$ cat src/hw/rtl/dqne_pkg.sv
// Shared types and constants for the DNS query name extractor.
package dqne_pkg;

  localparam int unsigned DefaultMaxPacketBytes = 65535;

  localparam logic [7:0]  ResetMatchProtocol = 8'd17;
  localparam logic [15:0] ResetMatchPort     = 16'd53;

  localparam int unsigned CfgIdxW   = 2;
  localparam int unsigned CfgDataW  = 16;
  localparam logic [CfgIdxW-1:0] CfgMatchProtocol = 2'd0;
  localparam logic [CfgIdxW-1:0] CfgMatchPort     = 2'd1;

  localparam int unsigned ProtocolPos    = 9;
  localparam int unsigned PortHighOffset = 2;
  localparam int unsigned PortLowOffset  = 3;
  localparam int unsigned UdpDnsHdrBytes = 20;
  localparam logic [3:0]  HdrLenMask     = 4'hF;
  localparam logic [7:0]  DotChar        = 8'h2E;

  localparam int unsigned QueueDepth = 2;

  typedef enum logic [1:0] {
    PhBefore = 2'd0,
    PhLength = 2'd1,
    PhLabel  = 2'd2,
    PhDone   = 2'd3
  } phase_e;

  typedef struct packed {
    logic [7:0] data_byte;
    logic       packet_end;
  } in_t;

  typedef struct packed {
    logic [7:0] name_char;
    logic       name_last;
  } out_t;

  // Work handed from the parser to the emitter.
  typedef struct packed {
    logic       finish;
    logic       has_char;
    logic       is_dot;
    logic [7:0] char_val;
  } token_t;

endpackage

$ cat src/hw/rtl/dqne_front.sv
// Parser: tracks packet position and headers, turns each byte into an emit token.
module dqne_front #(
  parameter int unsigned MAX_PACKET_BYTES = dqne_pkg::DefaultMaxPacketBytes
) (
  input  logic                           clk_i,
  input  logic                           rst_ni,
  input  logic                           cfg_we_i,
  input  logic [dqne_pkg::CfgIdxW-1:0]   cfg_idx_i,
  input  logic [dqne_pkg::CfgDataW-1:0]  cfg_wdata_i,
  input  logic                           in_valid_i,
  output logic                           in_ready_o,
  input  dqne_pkg::in_t                  in_data_i,
  input  logic                           q_full_i,
  output logic                           q_push_o,
  output dqne_pkg::token_t               q_token_o
);

  localparam int unsigned PosW = $clog2(MAX_PACKET_BYTES + 1);
  localparam logic [PosW-1:0] MaxPos = PosW'(MAX_PACKET_BYTES);

  logic [7:0]      match_protocol_q;
  logic [15:0]     match_port_q;
  logic [PosW-1:0] pos_q, pos_d;
  logic [5:0]      hdr_bytes_q, hdr_bytes_d;
  logic            proto_ok_q, proto_ok_d;
  logic [7:0]      port_high_q, port_high_d;
  logic            port_ok_q, port_ok_d;
  logic [7:0]      label_rem_q, label_rem_d;
  dqne_pkg::phase_e phase_q, phase_d;

  logic            accept;
  logic [7:0]      b;
  logic [PosW-1:0] hl;
  logic            finish;
  logic            has_char;
  logic            is_dot;
  logic [7:0]      char_val;

  assign in_ready_o = !q_full_i;
  assign accept     = in_valid_i && in_ready_o;
  assign b          = in_data_i.data_byte;

  always_ff @(posedge clk_i or negedge rst_ni) begin
    if (!rst_ni) begin
      match_protocol_q <= dqne_pkg::ResetMatchProtocol;
      match_port_q     <= dqne_pkg::ResetMatchPort;
    end else if (cfg_we_i) begin
      unique case (cfg_idx_i)
        dqne_pkg::CfgMatchProtocol: match_protocol_q <= cfg_wdata_i[7:0];
        dqne_pkg::CfgMatchPort:     match_port_q     <= cfg_wdata_i;
        default: ;
      endcase
    end
  end

  always_ff @(posedge clk_i or negedge rst_ni) begin
    if (!rst_ni) begin
      pos_q       <= '0;
      hdr_bytes_q <= '0;
      proto_ok_q  <= 1'b0;
      port_high_q <= '0;
      port_ok_q   <= 1'b0;
      label_rem_q <= '0;
      phase_q     <= dqne_pkg::PhBefore;
    end else if (accept) begin
      pos_q       <= pos_d;
      hdr_bytes_q <= hdr_bytes_d;
      proto_ok_q  <= proto_ok_d;
      port_high_q <= port_high_d;
      port_ok_q   <= port_ok_d;
      label_rem_q <= label_rem_d;
      phase_q     <= phase_d;
    end
  end

  always_comb begin
    pos_d       = pos_q;
    hdr_bytes_d = hdr_bytes_q;
    proto_ok_d  = proto_ok_q;
    port_high_d = port_high_q;
    port_ok_d   = port_ok_q;
    label_rem_d = label_rem_q;
    phase_d     = phase_q;
    finish      = 1'b0;
    has_char    = 1'b0;
    is_dot      = 1'b0;
    char_val    = b;
    hl          = PosW'(hdr_bytes_q);

    if (pos_q != MaxPos) begin
      if (pos_q == '0) begin
        hdr_bytes_d = {b[3:0] & dqne_pkg::HdrLenMask, 2'b00};
      end
      if (pos_q == PosW'(dqne_pkg::ProtocolPos)) begin
        proto_ok_d = (b == match_protocol_q);
      end
      hl = PosW'(hdr_bytes_d);
      if (pos_q == hl + PosW'(dqne_pkg::PortHighOffset)) begin
        port_high_d = b;
      end
      if (pos_q == hl + PosW'(dqne_pkg::PortLowOffset)) begin
        port_ok_d = ({port_high_q, b} == match_port_q);
      end
      if (phase_q == dqne_pkg::PhBefore && pos_q == hl + PosW'(dqne_pkg::UdpDnsHdrBytes)
          && proto_ok_d && port_ok_d) begin
        phase_d = dqne_pkg::PhLength;
      end

      unique case (phase_d)
        dqne_pkg::PhLength: begin
          if (b == 8'd0) begin
            phase_d = dqne_pkg::PhDone;
            finish  = 1'b1;
          end else begin
            label_rem_d = b;
            phase_d     = dqne_pkg::PhLabel;
            // dot only between labels; the emitter drops it before the first
            has_char    = 1'b1;
            is_dot      = 1'b1;
            char_val    = dqne_pkg::DotChar;
          end
        end
        dqne_pkg::PhLabel: begin
          has_char    = 1'b1;
          label_rem_d = label_rem_q - 8'd1;
          if (label_rem_d == 8'd0) begin
            phase_d = dqne_pkg::PhLength;
          end
        end
        default: ;
      endcase
      pos_d = pos_q + PosW'(1);
    end else if (phase_q == dqne_pkg::PhLength || phase_q == dqne_pkg::PhLabel) begin
      phase_d = dqne_pkg::PhDone;
      finish  = 1'b1;
    end

    if (in_data_i.packet_end) begin
      finish      = 1'b1;
      pos_d       = '0;
      hdr_bytes_d = '0;
      proto_ok_d  = 1'b0;
      port_high_d = '0;
      port_ok_d   = 1'b0;
      label_rem_d = '0;
      phase_d     = dqne_pkg::PhBefore;
    end
  end

  assign q_push_o           = accept && (finish || has_char);
  assign q_token_o.finish   = finish;
  assign q_token_o.has_char = has_char;
  // the emitter skips a dot when nothing is held
  assign q_token_o.is_dot   = is_dot;
  assign q_token_o.char_val = char_val;

endmodule

$ cat src/hw/rtl/dqne_queue.sv
// Two-word queue between the parser and the emitter.
module dqne_queue (
  input  logic             clk_i,
  input  logic             rst_ni,
  input  logic             push_i,
  input  dqne_pkg::token_t data_i,
  output logic             full_o,
  input  logic             pop_i,
  output logic             valid_o,
  output dqne_pkg::token_t data_o
);

  localparam int unsigned PtrW = $clog2(dqne_pkg::QueueDepth);
  localparam int unsigned CntW = $clog2(dqne_pkg::QueueDepth + 1);

  dqne_pkg::token_t     mem_q [dqne_pkg::QueueDepth];
  logic [PtrW-1:0]      wptr_q, rptr_q;
  logic [CntW-1:0]      cnt_q;
  logic                 do_push, do_pop;

  assign full_o  = (cnt_q == CntW'(dqne_pkg::QueueDepth));
  assign valid_o = (cnt_q != '0);
  assign do_push = push_i && !full_o;
  assign do_pop  = pop_i && valid_o;
  assign data_o  = mem_q[rptr_q];

  always_ff @(posedge clk_i) begin
    if (do_push) begin
      mem_q[wptr_q] <= data_i;
    end
  end

  always_ff @(posedge clk_i or negedge rst_ni) begin
    if (!rst_ni) begin
      wptr_q <= '0;
      rptr_q <= '0;
      cnt_q  <= '0;
    end else begin
      if (do_push) begin
        wptr_q <= (wptr_q == PtrW'(dqne_pkg::QueueDepth - 1)) ? '0 : wptr_q + PtrW'(1);
      end
      if (do_pop) begin
        rptr_q <= (rptr_q == PtrW'(dqne_pkg::QueueDepth - 1)) ? '0 : rptr_q + PtrW'(1);
      end
      if (do_push && !do_pop) begin
        cnt_q <= cnt_q + CntW'(1);
      end else if (do_pop && !do_push) begin
        cnt_q <= cnt_q - CntW'(1);
      end
    end
  end

endmodule

$ cat src/hw/rtl/dqne_back.sv
// Emitter: holds one character back so the final one can carry the last mark.
module dqne_back (
  input  logic             clk_i,
  input  logic             rst_ni,
  input  logic             q_valid_i,
  input  dqne_pkg::token_t q_token_i,
  output logic             q_pop_o,
  output logic             out_valid_o,
  input  logic             out_ready_i,
  output dqne_pkg::out_t   out_data_o
);

  logic           held_valid_q, held_valid_d;
  logic [7:0]     held_char_q, held_char_d;
  logic           out_valid_q;
  dqne_pkg::out_t out_q;
  logic           has_new;
  logic           emit;
  dqne_pkg::out_t emit_word;
  logic           pop;

  // drop a dot that would open the name
  assign has_new = q_token_i.has_char && (!q_token_i.is_dot || held_valid_q);

  always_comb begin
    held_valid_d        = held_valid_q;
    held_char_d         = held_char_q;
    emit                = 1'b0;
    emit_word.name_char = held_char_q;
    emit_word.name_last = 1'b0;
    if (q_token_i.finish) begin
      // a final character from the last byte is dropped if one is already held
      emit                = held_valid_q || has_new;
      emit_word.name_char = held_valid_q ? held_char_q : q_token_i.char_val;
      emit_word.name_last = 1'b1;
      held_valid_d        = 1'b0;
      held_char_d         = '0;
    end else if (has_new) begin
      emit         = held_valid_q;
      held_char_d  = q_token_i.char_val;
      held_valid_d = 1'b1;
    end
  end

  assign pop     = q_valid_i && (!emit || !out_valid_q || out_ready_i);
  assign q_pop_o = pop;

  always_ff @(posedge clk_i or negedge rst_ni) begin
    if (!rst_ni) begin
      held_valid_q <= 1'b0;
      held_char_q  <= '0;
      out_valid_q  <= 1'b0;
    end else begin
      if (pop) begin
        held_valid_q <= held_valid_d;
        held_char_q  <= held_char_d;
      end
      if (pop && emit) begin
        out_valid_q <= 1'b1;
      end else if (out_ready_i) begin
        out_valid_q <= 1'b0;
      end
    end
  end

  always_ff @(posedge clk_i) begin
    if (pop && emit) begin
      out_q <= emit_word;
    end
  end

  assign out_valid_o = out_valid_q;
  assign out_data_o  = out_q;

endmodule

$ cat src/hw/rtl/dns_query_name_extractor.sv
// DNS query name extractor top level: parser, token queue and emitter.
//
// Raw IPv4 packet bytes enter on the in channel (valid/ready), one word per
// byte with packet_end set on the final byte. Packets whose protocol byte and
// UDP destination port match the two configuration registers have their DNS
// question name sent out on the out channel, one character per word, with a
// dot between labels and name_last on the final character.
// Throughput: one byte per cycle while the queue is not full, set by the
// parser's position and label counters. The parser turns each byte into a
// token that waits in a two-word queue; the emitter drains one token a
// cycle into the output register unless that register is stalled. A
// character leaves once the next character or the name end has arrived.
// When the receiver stalls, the output register holds its word, the queue
// fills and in_ready_o drops after two more producing bytes.
// Reset restores the default match values (protocol 17, port 53) and clears
// all per-packet state; configuration writes take effect at once and must be
// made while the block is idle.
module dns_query_name_extractor #(
  parameter int unsigned MAX_PACKET_BYTES = dqne_pkg::DefaultMaxPacketBytes
) (
  input  logic                          clk_i,
  input  logic                          rst_ni,
  input  logic                          cfg_we_i,
  input  logic [dqne_pkg::CfgIdxW-1:0]  cfg_idx_i,
  input  logic [dqne_pkg::CfgDataW-1:0] cfg_wdata_i,
  input  logic                          in_valid_i,
  output logic                          in_ready_o,
  input  dqne_pkg::in_t                 in_data_i,
  output logic                          out_valid_o,
  input  logic                          out_ready_i,
  output dqne_pkg::out_t                out_data_o
);

  logic             q_full;
  logic             q_push;
  logic             q_pop;
  logic             q_valid;
  dqne_pkg::token_t push_token;
  dqne_pkg::token_t head_token;

  dqne_front #(
    .MAX_PACKET_BYTES(MAX_PACKET_BYTES)
  ) u_front (
    .clk_i       (clk_i),
    .rst_ni      (rst_ni),
    .cfg_we_i    (cfg_we_i),
    .cfg_idx_i   (cfg_idx_i),
    .cfg_wdata_i (cfg_wdata_i),
    .in_valid_i  (in_valid_i),
    .in_ready_o  (in_ready_o),
    .in_data_i   (in_data_i),
    .q_full_i    (q_full),
    .q_push_o    (q_push),
    .q_token_o   (push_token)
  );

  dqne_queue u_queue (
    .clk_i   (clk_i),
    .rst_ni  (rst_ni),
    .push_i  (q_push),
    .data_i  (push_token),
    .full_o  (q_full),
    .pop_i   (q_pop),
    .valid_o (q_valid),
    .data_o  (head_token)
  );

  dqne_back u_back (
    .clk_i       (clk_i),
    .rst_ni      (rst_ni),
    .q_valid_i   (q_valid),
    .q_token_i   (head_token),
    .q_pop_o     (q_pop),
    .out_valid_o (out_valid_o),
    .out_ready_i (out_ready_i),
    .out_data_o  (out_data_o)
  );

endmodule

$ cat config.mk
export PLATFORM = sky130hd
export DESIGN_NAME = dns_query_name_extractor
export DESIGN_NICKNAME = d
export VERILOG_FILES = /design/src/hw/rtl/dqne_pkg.sv /design/src/hw/rtl/dqne_front.sv /design/src/hw/rtl/dqne_queue.sv /design/src/hw/rtl/dqne_back.sv /design/src/hw/rtl/dns_query_name_extractor.sv
export SDC_FILE = /design/constraint.sdc
export NUM_CORES = 1
export LEC_CHECK = 0
export BUFFER_PORTS_ARGS = -buffer_cell sky130_fd_sc_hd__buf_2
export CAP_MARGIN = 20
export CORE_UTILIZATION = 61
export DETAILED_ROUTE_END_ITERATION = 8
export PLACE_DENSITY = 0.87
export SYNTH_ARGS = -nofsm -noshare
export SYNTH_HDL_FRONTEND = slang
export SYNTH_SLANG_ARGS = --single-unit
$ cat constraint.sdc
create_clock -name clk_i -period 5.5 [get_ports clk_i]
set_input_delay 1.1 -clock clk_i [delete_from_list [all_inputs] [get_ports clk_i]]
set_output_delay 1.1 -clock clk_i [all_outputs]
set_load 0.03 [all_outputs]
==> impl_metrics.yaml, run 1 <==
clock_network:
  path_clk_slew_ns: 0.12
  cts-htree-levels: 3
  cts_buffer_depth: 2
  cts-buffers-inserted: 9
  clock_latency_ns: 0.41
  tritoncts_num_sinks: 111
  ctsRootBufferMaster: "clkbuf_8"
  tritoncts: "yes"
  cts_post_setup_buffers_inserted: 0
  cts_hold_buffers: 0
logic_synthesis:
  post_synth_and_or_nand_nor_area_fraction_pct: 17.31
  synth_seq_area_share_pct: 48.04
  postSynthNetCount: 636
  synth.top_cell.area_share_pct: 30.25
  avgSynthCellArea_sq_um: 10.30
  largest_area_contributor_in_the_netlist: "dfrtp_1"
  post_synth_fa_ha_maj_area_fraction_pct: 2.208
  synth-compound-area-share_pct: 11.67
  netlist_area_sq_mm: 0.006121
  synthesis.instances: 594
  ys_async_sr_fraction_pct: 72.07
  synth-seq-cells: 111
  synthXorXnorAreaFrac_pct: 8.585
  yosysWarnings: 0
  synth.area.top_cells: "dfrtp_1, edfxtp_1, mux2_2"
  ys.flop_type: "dfrtp_1"
  post_synth_mux_area_share_pct: 8.933
  synth_cell_type_count: 66
  synth-edff-count: 31
  combinational_family_with_the_most_area_after_synthesis: "simple AND/OR/NAND/NOR gates"
detailed_routing:
  routed_wl_um: 13730
  detail_route_antenna_nets: 0
  initialDrtViolationCount: 351
  top_layer_used: "met4"
  route.detailed.wl_per_inst_um: 18.01
  routed-wl-met2_um: 6955
  detailroute.via_count: 4672
  met3RoutedLength_um: 710
  firstDrtPassIters: 5
  detail_route.drc_violations: 0
  route.layer.met1.wl_um: 5610
  viasPerCell: 6.131
die:
  die-area_sq_mm: 0.01044
  std_cell_rows: 36
  design.portCount: 43
  die_height_um: 102.2
  fp.coreArea_sq_mm: 0.009729
  chipWidth_um: 102.2
  start_util_pct: 62.91
layout:
  area_growth_pct: 8.933
  num-nets-final: 666
  nFillCells: 744
  final_core_utilization_pct: 68.53
  instances_no_fill: 762
  post_route_cells_drive_above_1_share_pct: 18.92
  diodes: 0
  layout.cell_area.non_filler_sq_mm: 0.006668
critical_path:
  start_kind: "flip-flop"
  path_delay_family: "simple AND/OR/NAND/NOR gates"
  arrival_ns: 5.29
  critPathKind: "flip-flop to flip-flop"
  worst_ep_required_time_ns: 5.83
  path_buf_inv: 1
  worst-r2r-setup-slack_ns: 0.54
  cp_cell_sequence: "inv_1, ha_1, nor4b_1, and4_2, nand2_1, nand2_1, ha_1, o21ai_0, xnor2_1, mux2i_1, xor2_1, nand3_2, o41ai_1, a2111o_1, and3_4, a21oi_2, ha_1, xor2_1, nor2_1, xor2_1"
  critical-path-max-stage-delay_ns: 0.54
  critPathCaptureType: "flip-flop"
  path_max_fanout: 10
  cp_slowest_cell: "o41ai_1"
timing:
  max_slew_margin_pct: 37.45
  min_period_over_period_pct: 90.12
  worst_pin_slew_ns: 0.9382
  hold_viol: 0
  final.setup_skew_ns: 0.01695
  final_max_slew_viol_count: 0
  setup_total_negative_slack_ns: 0
  setup_viol: 0
  max_freq_mhz: 201.7
  grt_setup_unrepaired: "no"
  layout_min_cycle_time_ns: 4.957
placed_design:
  placed_area_sq_mm: 0.006411
  gpl.final_weighted_congestion: 0.9625
  port-buffer-count: 42
  place.detailed.instances: 744
  place.detailed.hpwl_um: 9850
outcome:
  result_of_the_run: "complete, no violations"
grt:
  antenna_found_initial: 0
  global_route_wire_length_before_repair_um: 22430
  grt.overflow.total: 0
  number_of_global_route_vias_before_repair: 4528
  gr-usage-all-layers_pct: 28.62
  grt_max_degree: 81
power:
  p_leak_nw: 2.768
  peakVddDrop_mv: 0.3680
  power.density_cell_area_mw_per_mm2: 505.2
run:
  timing.max_cap.violations: 0
worst_hold_path:
  worst_hold_path_type: "flip-flop to flip-flop"
## power breakdown
| part | internal, mW | total [mW] | leakage (nW) | switching [mW] |
|---|---|---|---|---|
| combinational | 0.600 | 1.50 | 1.34 | 0.897 |
| clock | 0.194 | 0.530 | 0.111 | 0.336 |
| sequential | 1.15 | 1.34 | 1.31 | 0.193 |
## cell families (layout without fill, tap and decap cells)
kind of cell	count (synthesis)	after routing
and+or+nand+nor	205	205
DFF	111	111
AOI/OAI and AO/OA	107	107
xor gates and xnor gates	60	60
muxes	50	50
buffers and inverters	50	85
adders and majority gates	11	11
## placed cells by master, fill, tap and decap left out, types with 3 or more instances in the layout
cell type  count
nand4_1       13
edfxtp_1      31
a31oi_1        6
o21a_1         3
mux2i_1       16
inv_1         19
dfstp_2        6
clkbuf_8       9
xnor2_1       30
nor4_1         9
xor2_1        30
buf_2         42
buf_4          5
and3_1         9
nand2_1       60
a22o_1         9
inv_8          3
mux2_2        33
a22oi_1        4
dfrtp_1       74
and2_1         4
nand3_1       15
nor3_1        12
nand2b_1       7
o211ai_1       8
a21oi_1       23
nor2b_1        5
nor2_1        44
nand3b_1       3
o21ai_0       30
or3_1          7
ha_1          10
## area by class of cell
| cell class | instances | area (sq um) | area share (%) |
|---|---|---|---|
| timing repair buffer | 49 | 279.0 | 4.185 |
| multi-input combinational | 433 | 2984 | 44.76 |
| tap | 133 | 166.4 | 2.496 |
| sequential | 111 | 2940 | 44.10 |
| clock buffer | 9 | 123.9 | 1.858 |
| clock inverter | 7 | 98.84 | 1.482 |
| inverter | 20 | 75.07 | 1.126 |
## Yosys cell counts, types with 4 or more instances
master and number:
a21oi_1 23, a22o_1 9, a22oi_1 4, a31oi_1 6
and2_1 5, and3_1 9, clkbuf_1 23, dfrtp_1 74
dfstp_2 6, edfxtp_1 31, ha_1 10, inv_1 19
mux2_2 33, mux2i_1 16, nand2_1 60, nand2b_1 7
nand3_1 15, nand4_1 13, nor2_1 44, nor2b_1 5
nor3_1 12, nor4_1 9, o211ai_1 8, o21ai_0 30
or3_1 7, xnor2_1 30, xor2_1 30
## repair_timing
action / in CTS / in global routing
setup endpoints to repair: 0 / 12
hold endpoints to repair: 0 / 0
gates resized for setup: 0 / 2
## registers in the layout, indices dropped and copies added, names as in the netlist
name / count
u_front.port_ok_q: 1
u_front.phase_q: 2
u_back.out_data_o: 9
u_back.held_char_q: 8
u_front.match_port_q: 16
u_front.pos_q: 16
u_back.held_valid_q: 1
u_front.label_rem_q: 8
u_queue.wptr_q: 1
u_back.out_valid_o: 1
u_queue.cnt_q: 2
u_front.port_high_q: 8
u_queue.rptr_q: 1
u_queue.mem_q: 22
u_front.hdr_bytes_q: 6
u_front.proto_ok_q: 1
u_front.match_protocol_q: 8
## per-layer routing
metal	GRT usage, %	up-vias
met4	14.62	0
li1	-	2207
met1	36.43	2258
met3	5.472	36
met2	46.77	171
met5	0	-
## final timing paths
kind                                         from                      end  cells past startpoint
worst max-delay path             u_front.pos_q[0]         u_queue.cnt_q[1]                     20
worst min-delay path            u_front.port_ok_q        u_front.port_ok_q                      2
worst max register to register   u_front.pos_q[0]         u_queue.cnt_q[1]                     20
worst min register to register  u_front.port_ok_q        u_front.port_ok_q                      2
max in group asynchronous                  rst_ni  u_front.match_port_q[5]                      2
min in group asynchronous                  rst_ni    u_back.held_char_q[4]                      1
## tightest hold or removal path, cell delays in order, from the launching register on
cell and delay, ns:
dfrtp_1 0.36, nand2_1 0.05, nand2_1 0.05
## per-stage QoR
stage / hold slack (ns) / setup WS (ns) / power, mW
CTS: 0.4937 / 0.4088 / 3.358
global route: 0.5160 / 0.1140 / 3.596
detailed placement: 0.4694 / 0.4499 / 2.831
finish: 0.4936 / 0.5432 / 3.368
floorplan: 0.4383 / 0.7648 / 2.470
global placement: 0.4646 / 0.6696 / 2.762
No activity file was read; power rests on OpenSTA's default activity.
==> run 2: changes to the inputs <==
--- a/config.mk
+++ b/config.mk
@@ -9,6 +9,7 @@
 export CAP_MARGIN = 20
 export CORE_UTILIZATION = 61
 export DETAILED_ROUTE_END_ITERATION = 8
+export GPL_TIMING_DRIVEN = 0
 export PLACE_DENSITY = 0.87
 export SYNTH_ARGS = -nofsm -noshare
 export SYNTH_HDL_FRONTEND = slang
==> constraint.sdc (replaced) <==
create_clock -name clk_i -period 5 [get_ports clk_i]
set_input_delay 1 -clock clk_i [delete_from_list [all_inputs] [get_ports clk_i]]
set_output_delay 1 -clock clk_i [all_outputs]
set_load 0.03 [all_outputs]
==> run 2 against run 1 <==
  * Setup slack worse by 0.19 ns
  * Largest power group unchanged
  * Final cell count up 2.9%
  * Register-to-register slack got worse by 0.19 ns
  * Utilization rose by 0.96 points
  * Combinational power rose by 20%
  * Fmax up 6.7%
  * Via count rose by 3.6%
==> impl_metrics.yaml, run 2 (same netlist as run 1, synthesis figures left out) <==
outcome:
  result_of_the_run: "complete, no violations"
timing:
  final_max_slew_viol_count: 0
  layout_min_cycle_time_ns: 4.645
  layout_setup_ws_ns: 0.3548
  worst_pin_slew_ns: 0.9643
  final.setup_skew_ns: 0.01966
  max_freq_mhz: 215.3
  hold_viol: 0
  min_period_over_period_pct: 92.90
  grt_setup_unrepaired: "no"
  worst_hold_slack_ns: 0.5034
  max_slew_margin_pct: 35.71
  setup_viol: 0
critical_path:
  worst-r2r-setup-slack_ns: 0.35
  critPathKind: "flip-flop to flip-flop"
  worst_ep_required_time_ns: 5.13
  r2r-start: "u_front.pos_q[0]"
  critical-path-max-stage-delay_ns: 0.51
  rr_worst_depth: 18
  path_max_fanout: 10
  r2r_end: "u_queue.mem_q[1][5]"
  path_buf_inv: 3
  path_delay_family: "simple AND/OR/NAND/NOR gates"
  cp_slowest_cell: "dfrtp_1"
  cp_cell_sequence: "inv_1, ha_1, nor4b_4, and4_1, clkbuf_4, nand2_1, nand2_1, ha_2, o21ai_0, xnor2_1, mux2i_1, xor2_1, nand3_2, nand4bb_1, a2111o_1, buf_4, a21oi_4, mux2_2"
  critPathLaunch: "u_front.pos_q[0]"
  worstSetupEndpoint: "u_queue.mem_q[1][5]"
  arrival_ns: 4.77
  path_common_cell: "nand2_1"
  critPathCaptureType: "flip-flop"
  start_kind: "flip-flop"
  timing.critical_path.depth: 18
layout:
  diodes: 0
  register_with_the_highest_flop_count: "u_queue.mem_q"
  num-nets-final: 688
  most_common_cell_after_layout_fill_and_taps_aside: "dfrtp_1"
  most-common-layout-cells: "dfrtp_1, nand2_1, nor2_1, buf_2, mux2_2"
  largest_register_ff_count: 22
  area_growth_pct: 10.47
  post_route_cells_drive_above_1_share_pct: 18.13
  final_core_utilization_pct: 69.50
  instances_no_fill: 784
  nFillCells: 731
  largest_registers: "u_queue.mem_q (22), u_front.match_port_q (16), u_front.pos_q (16)"
detailed_routing:
  firstDrtPassIters: 7
  detail_route_antenna_nets: 0
  viasPerCell: 6.173
  detailroute.via_count: 4840
  detail_route.drc_violations: 0
  routed_wl_um: 14080
  initialDrtViolationCount: 376
  route.detailed.wl_per_inst_um: 17.95
clock_network:
  clock_latency_ns: 0.37
  path_clk_slew_ns: 0.11
  tritoncts: "yes"
  ctsRootBufferMaster: "clkbuf_8"
  cts_buffer_depth: 2
  cts-htree-levels: 3
  cts-buffers-inserted: 9
  tritoncts_num_sinks: 111
placed_design:
  port-buffer-count: 38
  place.detailed.instances: 766
  place.detailed.hpwl_um: 10230
  gpl.final_weighted_congestion: 0.8895
  placement_setup_slack_ns: -0.6419
grt:
  global_route_wire_length_before_repair_um: 23050
  grt_max_degree: 56
  number_of_global_route_vias_before_repair: 4921
  gr-usage-all-layers_pct: 28.97
  antenna_found_initial: 0
  grt.overflow.total: 0
power:
  p_leak_nw: 2.781
  power.share.sequential_pct: 38.2
  netSwitchingPower_mw: 1.553
  clkPwrFrac_pct: 13.2
  share_comb_of_total_power_pct: 48.6
  cell_internal_pwr_mw: 2.155
  power.density_cell_area_mw_per_mm2: 548.4
  sw_frac_of_total_pct: 41.88
  peakVddDrop_mv: 0.2790
die:
  die-area_sq_mm: 0.01044
  std_cell_rows: 36
  start_util_pct: 62.91
  design.portCount: 43
  fp.coreArea_sq_mm: 0.009729
  chipWidth_um: 102.2
  die_height_um: 102.2
run:
  timing.max_cap.violations: 0
worst_hold_path:
  worst_hold_path_type: "flip-flop to flip-flop"
  hold_depth: 1
run 2: timing repair:
item	CTS	global route
hold buffers	0	0
endpoints found under the setup margin	32	51
gates resized for setup	6	7
endpoints found under the hold margin	0	0
buffers inserted	1	1
pin swaps	1	0
run 2: cell type report:
cell class / count / area, sq um / area share (%)
Multi-Input combinational cell: 433 / 3035 / 44.89
Sequential cell: 111 / 2940 / 43.49
Timing Repair Buffer: 42 / 252.7 / 3.738
Tap cell: 133 / 166.4 / 2.461
Clock buffer: 12 / 135.1 / 1.999
Buffer: 29 / 123.9 / 1.832
Inverter: 20 / 75.07 / 1.110
Clock inverter: 4 / 32.53 / 0.4811
run 2: through the flow:
stage	power, mW	cell area [sq um]	setup TNS [ns]
6_report	3.708	6761	0
3_3_place_gp	3.048	6477	-7.514
3_5_place_dp	3.146	6507	-10.49
5_1_grt	3.958	6761	0
2_1_floorplan	2.717	6121	0
4_1_cts	3.652	6706	0
run 2: power by group through the flow:
stage / logic, mW / clock network, mW / registers (mW)
6_report: 1.80 / 0.491 / 1.41
5_1_grt: 1.98 / 0.528 / 1.45
4_1_cts: 1.74 / 0.502 / 1.41
3_5_place_dp: 1.73 / 0 / 1.42
3_3_place_gp: 1.64 / 0 / 1.40
2_1_floorplan: 1.24 / 0 / 1.47
run 2: how the worst min path moves through the flow:
stage | end | slack [ns] | from
2_1_floorplan | u_front.port_ok_q | 0.44 | u_front.port_ok_q
3_3_place_gp | u_front.port_ok_q | 0.46 | u_front.port_ok_q
3_5_place_dp | u_front.port_ok_q | 0.47 | u_front.port_ok_q
4_1_cts | u_queue.cnt_q[1] | 0.51 | u_queue.cnt_q[1]
5_1_grt | u_queue.cnt_q[1] | 0.53 | u_queue.cnt_q[1]
6_report | u_queue.cnt_q[1] | 0.50 | u_queue.cnt_q[1]
run 2: layer usage:
metal | vias to the layer above | global-route usage [%] | wire (um)
met1 | 2365 | 36.06 | 5781
met5 | - | 0 | 0
met3 | 42 | 4.925 | 727
li1 | 2244 | - | -
met2 | 189 | 49.25 | 7186
met4 | 0 | 13.74 | 379
==> run 3: changes to the inputs <==
--- a/config.mk
+++ b/config.mk
@@ -5,10 +5,10 @@
 export SDC_FILE = /design/constraint.sdc
 export NUM_CORES = 1
 export LEC_CHECK = 0
-export BUFFER_PORTS_ARGS = -buffer_cell sky130_fd_sc_hd__buf_2
 export CAP_MARGIN = 20
-export CORE_UTILIZATION = 61
+export CORE_UTILIZATION = 64
 export DETAILED_ROUTE_END_ITERATION = 8
+export DONT_BUFFER_PORTS = 1
 export GPL_TIMING_DRIVEN = 0
 export PLACE_DENSITY = 0.87
 export SYNTH_ARGS = -nofsm -noshare
==> run 3 against run 2 <==
  * Final cell count fell by 5.5%
  * Fmax is 2.2% lower
  * Critical path depth rose by 2
  * Via count down 2.4%
==> impl_metrics.yaml, run 3 (same netlist as run 1, synthesis figures left out) <==
timing:
  min_period_over_period_pct: 95.01
  final.setup_skew_ns: 0.01824
  max_slew_margin_pct: 39.52
  layout_min_cycle_time_ns: 4.750
  layout_setup_ws_ns: 0.2496
  setup_total_negative_slack_ns: 0
  worst_pin_slew_ns: 0.9072
  hold_viol: 0
  final_max_slew_viol_count: 0
  setup_viol: 0
  max_freq_mhz: 210.5
detailed_routing:
  route.detailed.wl_per_inst_um: 18.98
  initialDrtViolationCount: 440
  firstDrtPassIters: 6
  detail_route_antenna_nets: 0
  detailroute.via_count: 4722
  detail_route.drc_violations: 0
  routed_wl_um: 14060
  viasPerCell: 6.372
critical_path:
  path_delay_family: "simple AND/OR/NAND/NOR gates"
  arrival_ns: 5.06
  critPathKind: "flip-flop to flip-flop"
  cp_slowest_cell: "a2111o_1"
  critical-path-max-stage-delay_ns: 0.54
  cp_cell_sequence: "inv_1, ha_1, nor4b_4, and4_1, clkbuf_4, nand2_1, nand2_1, ha_2, o21ai_0, xnor2_1, mux2i_1, xor2_1, nand3_2, nand4bb_1, a2111o_1, and3_4, a21oi_4, ha_1, nor2_1, xor2_1"
  path_buf_inv: 2
  r2r_end: "u_queue.cnt_q[1]"
  worst-r2r-setup-slack_ns: 0.25
  worst_ep_required_time_ns: 5.31
  path_max_fanout: 10
  critPathCaptureType: "flip-flop"
  start_kind: "flip-flop"
  r2r-start: "u_front.pos_q[0]"
  rr_worst_depth: 20
die:
  start_util_pct: 66.24
  chipWidth_um: 99.80
  die_height_um: 99.80
  fp.coreArea_sq_mm: 0.009240
  std_cell_rows: 35
  die-area_sq_mm: 0.009959
  design.portCount: 43
placed_design:
  gpl.final_weighted_congestion: 0.9351
  placement_setup_slack_ns: -0.6817
  place.detailed.hpwl_um: 10160
  port-buffer-count: 0
power:
  sw_frac_of_total_pct: 42.33
  clkPwrFrac_pct: 14.6
  netSwitchingPower_mw: 1.564
  peakVddDrop_mv: 0.3487
  p_leak_nw: 2.635
  share_comb_of_total_power_pct: 44.4
  cell_internal_pwr_mw: 2.130
  power.density_cell_area_mw_per_mm2: 562.3
  power.share.sequential_pct: 41.0
grt:
  global_route_wire_length_before_repair_um: 23310
  gr-usage-all-layers_pct: 30.59
  antenna_found_initial: 0
  grt.overflow.total: 0
  grt_max_degree: 81
  number_of_global_route_vias_before_repair: 4637
layout:
  largest_register_ff_count: 22
  layout.area.seq_sq_mm: 0.002942
  diodes: 0
  post_route_cells_drive_above_1_share_pct: 13.73
  largest_registers: "u_queue.mem_q (22), u_front.match_port_q (16), u_front.pos_q (16)"
  multiInputGateArea_sq_mm: 0.003035
  nFillCells: 659
  area_growth_pct: 7.318
  register_with_the_highest_flop_count: "u_queue.mem_q"
  num-nets-final: 649
  final_core_utilization_pct: 71.09
  most-common-layout-cells: "dfrtp_1, nand2_1, nor2_1, mux2_2, edfxtp_1"
  most_common_cell_after_layout_fill_and_taps_aside: "dfrtp_1"
clock_network:
  tritoncts_num_sinks: 111
  cts-buffers-inserted: 9
  cts_buffer_depth: 2
  cts-htree-levels: 3
  ctsRootBufferMaster: "clkbuf_8"
  path_clk_slew_ns: 0.12
  tritoncts: "yes"
  clock_latency_ns: 0.39
run:
  timing.max_cap.violations: 0
outcome:
  result_of_the_run: "complete, no violations"
worst_hold_path:
  worst_hold_path_type: "primary input to asynchronous set/reset pin"
[run 3: cell count changes in the layout (fill, tap and decap cells not counted), moves of 2 or more]
cell        delta
clkbuf_1       -3
buf_2         -38
clkinv_4       +2
inv_8          +2
clkinvlp_4     -2
[run 3: per-stage QoR]
step | std cells | power, mW | area (sq um) | hold WS [ns]
floorplan | 594 | 2.717 | 6121 | 0.4383
global placement | 723 | 2.984 | 6282 | 0.4578
detailed placement | 724 | 3.084 | 6290 | 0.4752
CTS | 741 | 3.641 | 6523 | 0.2762
global route | 741 | 3.908 | 6569 | 0.2751
finish | 741 | 3.694 | 6569 | 0.2924
[run 3: how the worst max path moves through the flow]
stage | from | endpoint | slack (ns) | cells past startpoint
after floorplan | u_front.pos_q[0] | u_queue.mem_q[0][0] | 0.26 | 19
after global placement | u_front.pos_q[0] | u_queue.mem_q[0][5] | -0.51 | 19
after detailed placement | u_front.pos_q[0] | u_queue.mem_q[0][1] | -0.68 | 19
after CTS | u_front.pos_q[0] | u_queue.cnt_q[1] | 0.009 | 21
after global routing | u_front.pos_q[1] | u_queue.cnt_q[1] | -0.03 | 20
final | u_front.pos_q[0] | u_queue.cnt_q[1] | 0.25 | 20
[run 3: timing repair]
item                                   4_1_cts  5_1_grt
endpoints found under the hold margin        0        0
setup buffers                                1        1
pin swaps                                    1        1
hold buffers                                 0        0
setup endpoints to repair                   32       48
gates resized for setup                      5       10
[run 3: area by class of cell]
class	count	area share, %
sequential	111	44.78
clock buffer	9	1.886
buffer	29	1.886
tap	129	2.457
inverter	20	1.143
clock inverter	7	1.105
timing repair buffer	3	0.5333
multi-input combinational	433	46.21
[run 3: per-layer routing]
metal / vias to the layer above / part of all wire [%] / GRT usage (%)
met5: - / 0 / 0
met4: 0 / 3.1 / 13.35
met3: 41 / 6.7 / 4.666
met2: 238 / 50 / 51.88
met1: 2287 / 40 / 39.17
li1: 2156 / - / -
[run 3: power by group through the flow]
stage	combinational, mW	sequential (mW)	clock (mW)
6_report	1.64	1.51	0.539
5_1_grt	1.79	1.54	0.571
4_1_cts	1.60	1.50	0.542
3_5_place_dp	1.56	1.52	0
3_3_place_gp	1.49	1.50	0
2_1_floorplan	1.24	1.47	0
